`src/rtl/assert_macros.svh`:
```
// assertion macros used by the top level rtl file
// expects signals named clk and rst in the scope of use
`ifndef ASSERT_MACROS_SVH
`define ASSERT_MACROS_SVH

// property that must hold at every clock edge outside reset
`define SEDT_ASSERT(label, expr) \
  label: assert property (@(posedge clk) disable iff (rst) (expr)) \
    else $error("assertion failed");

// implication checked from one edge to the next
`define SEDT_ASSERT_NEXT(label, ante, cons) \
  label: assert property (@(posedge clk) disable iff (rst) (ante) |=> (cons)) \
    else $error("assertion failed");

`endif

```
`src/rtl/sedt_pkg.sv`:
```
// shared types, register codes and constants of the sobel edge block
// no dependencies
`default_nettype none

package sedt_pkg;

  // configuration register indexes
  localparam int CFG_IDX_W  = 4;
  localparam int CFG_DATA_W = 13;

  typedef enum logic [CFG_IDX_W-1:0] {
    REG_THRESHOLD    = 4'd0,
    REG_SKETCH_MODE  = 4'd1,
    REG_FRAME_WIDTH  = 4'd2,
    REG_FRAME_HEIGHT = 4'd3
  } reg_idx_t;

  // field widths of the streams
  localparam int PIX_W      = 32;
  localparam int OUT_COL_W  = 10;
  localparam int OUT_ROW_W  = 12;
  localparam int S_TDATA_W  = 32;
  localparam int M_TDATA_W  = 56;
  localparam int LUMA_W     = 8;
  localparam int SUM_W      = 18;

  // luma weights and reciprocal of 1000 (exact for sums up to 255000)
  localparam int LUMA_W_LO   = 299;
  localparam int LUMA_W_MID  = 587;
  localparam int LUMA_W_HI   = 114;
  localparam int RECIP_SHIFT = 28;
  localparam int RECIP_W     = 19;
  localparam logic [RECIP_W-1:0] LUMA_RECIP = 19'd268436;

  localparam logic [7:0] THR_DEFAULT = 8'd30;
  localparam logic [7:0] MAG_MAX     = 8'd255;

  localparam logic [PIX_W-1:0] PIX_OPAQUE = 32'hFF000000;
  localparam logic [PIX_W-1:0] PIX_WHITE  = 32'hFFFFFFFF;
  localparam logic [PIX_W-1:0] PIX_BLACK  = 32'h00000000;

  // one column of the 3x3 luma window
  typedef struct packed {
    logic [LUMA_W-1:0] top;
    logic [LUMA_W-1:0] mid;
    logic [LUMA_W-1:0] bot;
  } col_t;

  // one result request
  typedef struct packed {
    logic [OUT_ROW_W-1:0] row;
    logic [OUT_COL_W-1:0] col;
    logic [PIX_W-1:0]     pixel;
    logic                 done;
  } res_t;

  // L1 sobel magnitude over three columns, clamped to 255
  function automatic logic [7:0] sobel_mag(col_t l, col_t c, col_t r);
    logic [9:0]  gx_pos;
    logic [9:0]  gx_neg;
    logic [9:0]  gy_pos;
    logic [9:0]  gy_neg;
    logic [9:0]  ax;
    logic [9:0]  ay;
    logic [10:0] m;
    gx_pos = 10'(r.top) + {1'b0, r.mid, 1'b0} + 10'(r.bot);
    gx_neg = 10'(l.top) + {1'b0, l.mid, 1'b0} + 10'(l.bot);
    gy_pos = 10'(l.bot) + {1'b0, c.bot, 1'b0} + 10'(r.bot);
    gy_neg = 10'(l.top) + {1'b0, c.top, 1'b0} + 10'(r.top);
    ax = (gx_pos >= gx_neg) ? gx_pos - gx_neg : gx_neg - gx_pos;
    ay = (gy_pos >= gy_neg) ? gy_pos - gy_neg : gy_neg - gy_pos;
    m  = 11'(ax) + 11'(ay);
    return (m > 11'(MAG_MAX)) ? MAG_MAX : m[7:0];
  endfunction

endpackage

`default_nettype wire

```
`src/rtl/sedt_cell.sv`:
```
// window cell: holds one column of luma and hands it to the next cell
// depends on sedt_pkg
`default_nettype none

module sedt_cell (
  input  wire logic          clk,
  input  wire logic          rst,
  input  wire logic          shift,
  input  wire sedt_pkg::col_t col_in,
  output sedt_pkg::col_t     col_out
);

  import sedt_pkg::*;

  col_t col_q;

  // column register, cleared at reset
  always_ff @(posedge clk) begin
    if (rst) begin
      col_q <= '0;
    end else if (shift) begin
      col_q <= col_in;
    end
  end

  assign col_out = col_q;

endmodule

`default_nettype wire

```
`config.mk`:
```
export PLATFORM = sky130hd
export DESIGN_NAME = sedt_cell
export DESIGN_NICKNAME = d
export VERILOG_FILES = /design/src/rtl/assert_macros.svh /design/src/rtl/sedt_pkg.sv /design/src/rtl/sedt_cell.sv
export SDC_FILE = /design/constraint.sdc
export NUM_CORES = 1
export LEC_CHECK = 0
export BUFFER_PORTS_ARGS = -buffer_cell sky130_fd_sc_hd__buf_2
export CORE_AREA = 3 3 49 51
export CTS_CLUSTER_SIZE = 28
export DETAILED_ROUTE_END_ITERATION = 16
export DIE_AREA = 0 0 52 54
export GPL_ROUTABILITY_DRIVEN = 0
export PLACE_DENSITY = 0.78
export SYNTH_ARGS = -nofsm -noshare
export SYNTH_HDL_FRONTEND = slang
export SYNTH_SLANG_ARGS = --single-unit
export TNS_END_PERCENT = 100
```
`constraint.sdc`:
```
create_clock -name clk -period 1.9 [get_ports clk]
set_input_delay 0.475 -clock clk [delete_from_list [all_inputs] [get_ports clk]]
set_output_delay 0.475 -clock clk [all_outputs]
set_load 0.02 [all_outputs]
```
==> key figures, run 1 <==
Floorplanning
  • Std-Cell Rows: 16
  • Die area: between 2000 and 3000 sq um
  • Die Wd: about 52 um
  • Core area: 1982 sq um
  • Die H: between 50 and 60 um
  • Starting Density: 0.4388
  • Top Ports: 51

Worst setup path
  • CP max stage cell: dfxtp_1
  • Worst setup EP type: output port
  • Crit path max fanout: 2
  • CP cell instances: buf_2
  • WP buf/inv: 1
  • Worst path max stage delay: about 0.37 ns
  • Critical path arrival: 0.85 ns
  • WS Path Type: register to output port
  • CP delay by family, top: flip-flops
  • Critical Path Source Type: register
  • Worst EP required: approximately 1.4 ns

Layout
  • Area grow syn2layout: 34.24%
  • Largest register FFs: 24
  • Nets: 155
  • Layout cells sized above 1: 0.4331
  • Layout fillers: about 180
  • Post-layout util: 0.5890
  • ANT cells: 0

Pwr
  • Peak supply drop: 0.6006 mV
  • Leak Pwr: roughly 0.64 nW
  • Pwr Density: just over 900 nW/um^2
  • Overall Power: between 1 and 1.5 mW

Yosys
  • Post-synth top area share: 0.5525
  • Sequential area share after synthesis: 0.5525
  • Yosys warns: 0
  • Top post-synthesis cells by area: dfxtp_1 (55%), mux2i_1 (28%), nor2_1 (10%)
  • Mapped Avg Cell Area: roughly 11 sq um
  • Mapped cell area: slightly below 900 sq um
  • Largest area contributor in the netlist: dfxtp_1
  • Cell variety after synth: 6
  • Cells after synthesis: 77
  • Flops & latches, synth: 24
  • Post-synth net total: ~100

Clock network
  • CTS hold repair buffers: 0
  • CTS resizes: 0
  • # Post-CTS Setup Buffers: 0
  • Num CTS Buffers: 3
  • Clock Latency Late Sink: approximately 0.31 ns
  • Clock transition at the registers of the reported paths: 0.13 ns
  • CTS tree: built
  • Clk root buf: clkbuf_4
  • CTS sink cnt: 24
  • CTS max path bufs: 2
  • H-tree levels: 1

Timing
  • Unrepaired setup endpoints after global routing: no
  • Fin. Hold Viols: 0
  • Minimum clock period: ~1.3 ns
  • Final Max Tran Viols: 0
  • Final setup violation count: 0
  • WHS: 0.3938 ns
  • Clock skew: 0 ns
  • Final worst-path cycle share: 0.6948
  • Setup TNS: 0 ns
  • Slew margin rel.: 0.7287
  • Maximum operating frequency: about 760 MHz
  • Slew @ Worst Pin: a little over 0.4 ns

GRT
  • GRT Util Overall: 0.1306
  • Met2 track demand over resource: 0.2050
  • Vias in the first global route: 622
  • Global route hottest layer: met2
  • First-pass GRT wire length: around 2700 um
  • Largest net degree at the start of global routing: 25
  • GR Overflow Total: 0
  • Grt met1 use: 0.1658
  • Initial antenna violation count: 0
  • Met3 Usage GRT: 0.03324

Drt
  • Drt pass-1 iters: 4
  • DRC Markers: 0
  • Avg Vias per Cell: 4.390
  • DR vias: slightly below 700
  • Detailed Route Iter0 Violations: 6
  • Total wire length: about 1700 um
  • Antenna viol nets, final: 0
  • Routed len/inst: 11.06 um

Place
  • Dpl hpwl: 1316 um
  • I/O Buffers: 50

Job
  • Number of max-cap violations: 0

Outcome
  • Outcome: finished, final reports clean

Worst hold path
  • Worst hold path type: input port to register
routing by layer:
metal,up-vias,wire length (um)
met5,-,0
met1,297,742
met2,23,839
met4,0,8
met3,2,112
li1,354,-
layout make-up:
| class | instances | area, sq um | area share |
|---|---|---|---|
| clock inverters | 1 | 30.03 | 0.02572 |
| multi-input cells | 48 | 330.3 | 0.2830 |
| repair buffers | 51 | 270.3 | 0.2315 |
| clock buffers | 3 | 22.52 | 0.01929 |
| well taps | 27 | 33.78 | 0.02894 |
| flip-flops and latches | 24 | 480.5 | 0.4116 |
cell usage in the layout (no fill, tap or decap), drive strengths merged:
master,count
buf,51
clkbuf,3
nor2,24
mux2i,24
dfxtp,24
bufinv,1
report_power, final:
| part | internal (mW) | total [mW] | switching, mW |
|---|---|---|---|
| combinational | 0.0716 | 0.162 | 0.0908 |
| clock | 0.213 | 0.358 | 0.145 |
| sequential | 0.533 | 0.547 | 0.0135 |
| total | 0.818 | 1.07 | 0.250 |
worst reg2reg max path, delay by kind of cell, from the launching register on:
kind	cells	cell delay, ns
and+or+nand+nor	1	0.06
muxes	1	0.13
DFF	1	0.33
through the flow:
stage / instances / setup WS, ns / instance area (sq um)
after floorplan: 77 / 0.8323 / 869.6
after detailed placement: 150 / 0.5086 / 1115
final: 154 / 0.5799 / 1167
after global routing: 154 / 0.5137 / 1167
after global placement: 150 / 0.5421 / 1115
after CTS: 154 / 0.5634 / 1167
worst paths after layout:
check	slack, ns	from	to	depth (start not counted)
worst min-delay path	0.39	col_in[1]	col_out[1]	3
worst max register to register	1.26	col_out[22]	col_out[22]	2
worst max-delay path	0.58	col_out[15]	col_out[15]	1
worst min register to register	0.51	col_out[14]	col_out[14]	2
synth_stat cells, drive strengths merged:
| cell type | instances |
|---|---|
| clkbuf | 2 |
| buf | 3 |
| dfxtp | 24 |
| nor2 | 24 |
| mux2i | 24 |
kinds of logic (layout without fill, tap and decap cells):
logic type / after synthesis / count (layout) / synth area share
muxes: 24 / 24 / 0.2763
DFF: 24 / 24 / 0.5525
buffers and inverters: 5 / 55 / 0.06763
and+or+nand+nor: 24 / 24 / 0.1036
Power figures use the tool's default switching activity.
==> run 2: changes to the inputs <==
Settings changed: ABC_AREA set to 1, CORE_AREA 3 3 49 51 to 3 3 55 57, DIE_AREA 0 0 52 54 to 0 0 58 60, PLACE_DENSITY 0.78 to 0.7.
Clock period 1.9 ns to 1.1 ns, I/O delays scaled along.
==> run 2 against run 1 <==
Global-route usage fell by 1.9 points; final cell count rose by 50%; sequential cell count stayed put; largest power group unchanged; critical endpoint is now col_out[0]; design area is 21% higher; largest cell class unchanged.
==> key figures, run 2 <==
Outcome
  • Outcome: finished, final reports clean

Timing
  • Setup TNS: 0 ns
  • Clock skew: 0 ns
  • Slew margin rel.: 0.8743
  • Slew @ Worst Pin: about 0.19 ns
  • Final worst-path cycle share: 0.9691
  • Fin. Hold Viols: 0
  • Final WS setup: roughly 0.034 ns
  • Final Max Tran Viols: 0
  • Maximum operating frequency: 938.1 MHz
  • Final setup violation count: 0
  • Minimum clock period: 1.066 ns
  • WHS: 0.2376 ns
  • Unrepaired setup endpoints after global routing: yes

Floorplanning
  • Top Ports: 51
  • Starting Density: 0.3904
  • Core area: approximately 2500 sq um
  • Std-Cell Rows: 18
  • Die Wd: about 58 um
  • Die area: roughly 3500 sq um
  • Die H: roughly 60 um

Worst setup path
  • Worst setup EP type: output port
  • Critical Path Source Type: register
  • Critical path arrival: between 0.7 and 0.8 ns
  • Worst path max stage delay: roughly 0.37 ns
  • WP buf/inv: 1
  • Crit path max fanout: 2
  • CP cell instances: buf_6
  • CP delay by family, top: flip-flops
  • Worst EP required: between 0.8 and 0.9 ns
  • CP max stage cell: dfxtp_2
  • WS Path Type: register to output port

Clock network
  • H-tree levels: 1
  • CTS tree: built
  • Clock transition at the registers of the reported paths: between 0.1 and 0.15 ns
  • Clock Latency Late Sink: roughly 0.30 ns
  • CTS sink cnt: 24
  • CTS hold repair buffers: 0
  • CTS max path bufs: 2
  • Num CTS Buffers: 3
  • Clk root buf: clkbuf_4

GRT
  • Largest net degree at the start of global routing: between 40 and 50
  • GR Overflow Total: 0
  • Vias in the first global route: roughly 700
  • Initial antenna violation count: 0
  • First-pass GRT wire length: 3077 um
  • GRT Util Overall: 0.1118

Layout
  • Commonest non-fill, non-tap cells in the layout: nor2_1 (48), nand2_1 (48), buf_2 (26)
  • Largest register FFs: 24
  • Finished Layout Cells: about 230
  • Area grow syn2layout: 43.96%
  • Nets: 230
  • Cell area after layout: roughly 1400 sq um
  • ANT cells: 0
  • Post-layout util: 0.5620
  • Layout fillers: about 270
  • Layout cells sized above 1: 0.3881

Pwr
  • Pwr Density: 1224 nW/um^2
  • Leak Pwr: around 0.83 nW
  • Overall Power: approximately 1.7 mW
  • Peak supply drop: between 1 and 1.5 mV

Yosys
  • Mapped Avg Cell Area: roughly 6.5 sq um
  • Flops & latches, synth: 24
  • Most frequent cells after synthesis: nand2_1 (48), nor2_1 (48), inv_1 (25)
  • Post-synth net total: around 180
  • Post-synth EDFFs: 0
  • Top FF cell, synth: dfxtp_1
  • Post-synth top area share: 0.4879
  • Sequential area share after synthesis: 0.4879
  • Mapped cell area: ~980 sq um
  • Yosys warns: 0
  • Largest area contributor in the netlist: dfxtp_1
  • Cells after synthesis: roughly 150
  • Asr flop ratio synth: 0
  • Cell variety after synth: 7
  • Top post-synthesis cells by area: dfxtp_1 (49%), nand2_1 (18%), nor2_1 (18%)

Job
  • Number of max-cap violations: 0

Drt
  • Routed len/inst: just over 9 um
  • Drt pass-1 iters: 4
  • Total wire length: approximately 2100 um
  • Avg Vias per Cell: roughly 4.1
  • Antenna viol nets, final: 0
  • DRC Markers: 0
  • Detailed Route Iter0 Violations: 14
  • DR vias: around 960

Place
  • I/O Buffers: 50
  • Pre-CTS setup slack: 0.2089 ns
  • Dpl hpwl: ~1400 um
  • Area after DPL: ~1300 sq um
  • Placed instance count: roughly 230

Worst hold path
  • Worst hold path type: input port to register
## run 2: report_power, final
group / total, mW / switching (mW) / internal, mW / leakage [nW]
Combinational: 0.397 / 0.208 / 0.189 / 0.615
Sequential: 0.977 / 0.0364 / 0.941 / 0.206
Clock: 0.361 / 0.234 / 0.128 / 0.0138
Total: 1.74 / 0.478 / 1.26 / 0.835
## run 2: worst paths after layout
path | slack, ns | end | start | cells past startpoint
min | 0.24 | col_out[3] | col_in[3] | 5
max | 0.03 | col_out[0] | col_out[0] | 1
max reg2reg | 0.43 | col_out[13] | col_out[13] | 3
min reg2reg | 0.48 | col_out[14] | col_out[14] | 2
## run 2: metal layers
| metal | GRT usage | up-vias | wire (um) | share of wire |
|---|---|---|---|---|
| li1 | - | 523 | - | - |
| met3 | 0.05400 | 0 | 240 | 0.11 |
| met2 | 0.1661 | 40 | 869 | 0.42 |
| met5 | 0 | - | 0 | 0 |
| met1 | 0.1524 | 394 | 981 | 0.47 |
| met4 | 0.009934 | 0 | 0 | 0 |
## run 2: kinds of logic after synthesis
family,count (synthesis),share of synthesized area
buffers and inverters,32,0.1461
and+or+nand+nor,96,0.3659
DFF,24,0.4879
## run 2: repair_timing
action / 4_1_cts / 5_1_grt
pin swaps: 0 / 0
buffers inserted: 0 / 1
endpoints found under the setup margin: 22 / 24
gates resized for setup: 26 / 30
## run 2: final cells by class
class,count,area (sq um),area share
Multi-Input combinational cell,96,360.3,0.2542
Clock buffer,3,22.52,0.01589
Timing Repair Buffer,53,395.4,0.2789
Tap cell,30,37.54,0.02648
Inverter,25,93.84,0.06620
Sequential cell,24,508.0,0.3583
## run 2: worst reg2reg max path, stage by stage (launching register included)
cell	delay [ns]
dfxtp_2	0.34
buf_4	0.12
nor2_1	0.08
nor2_1	0.05
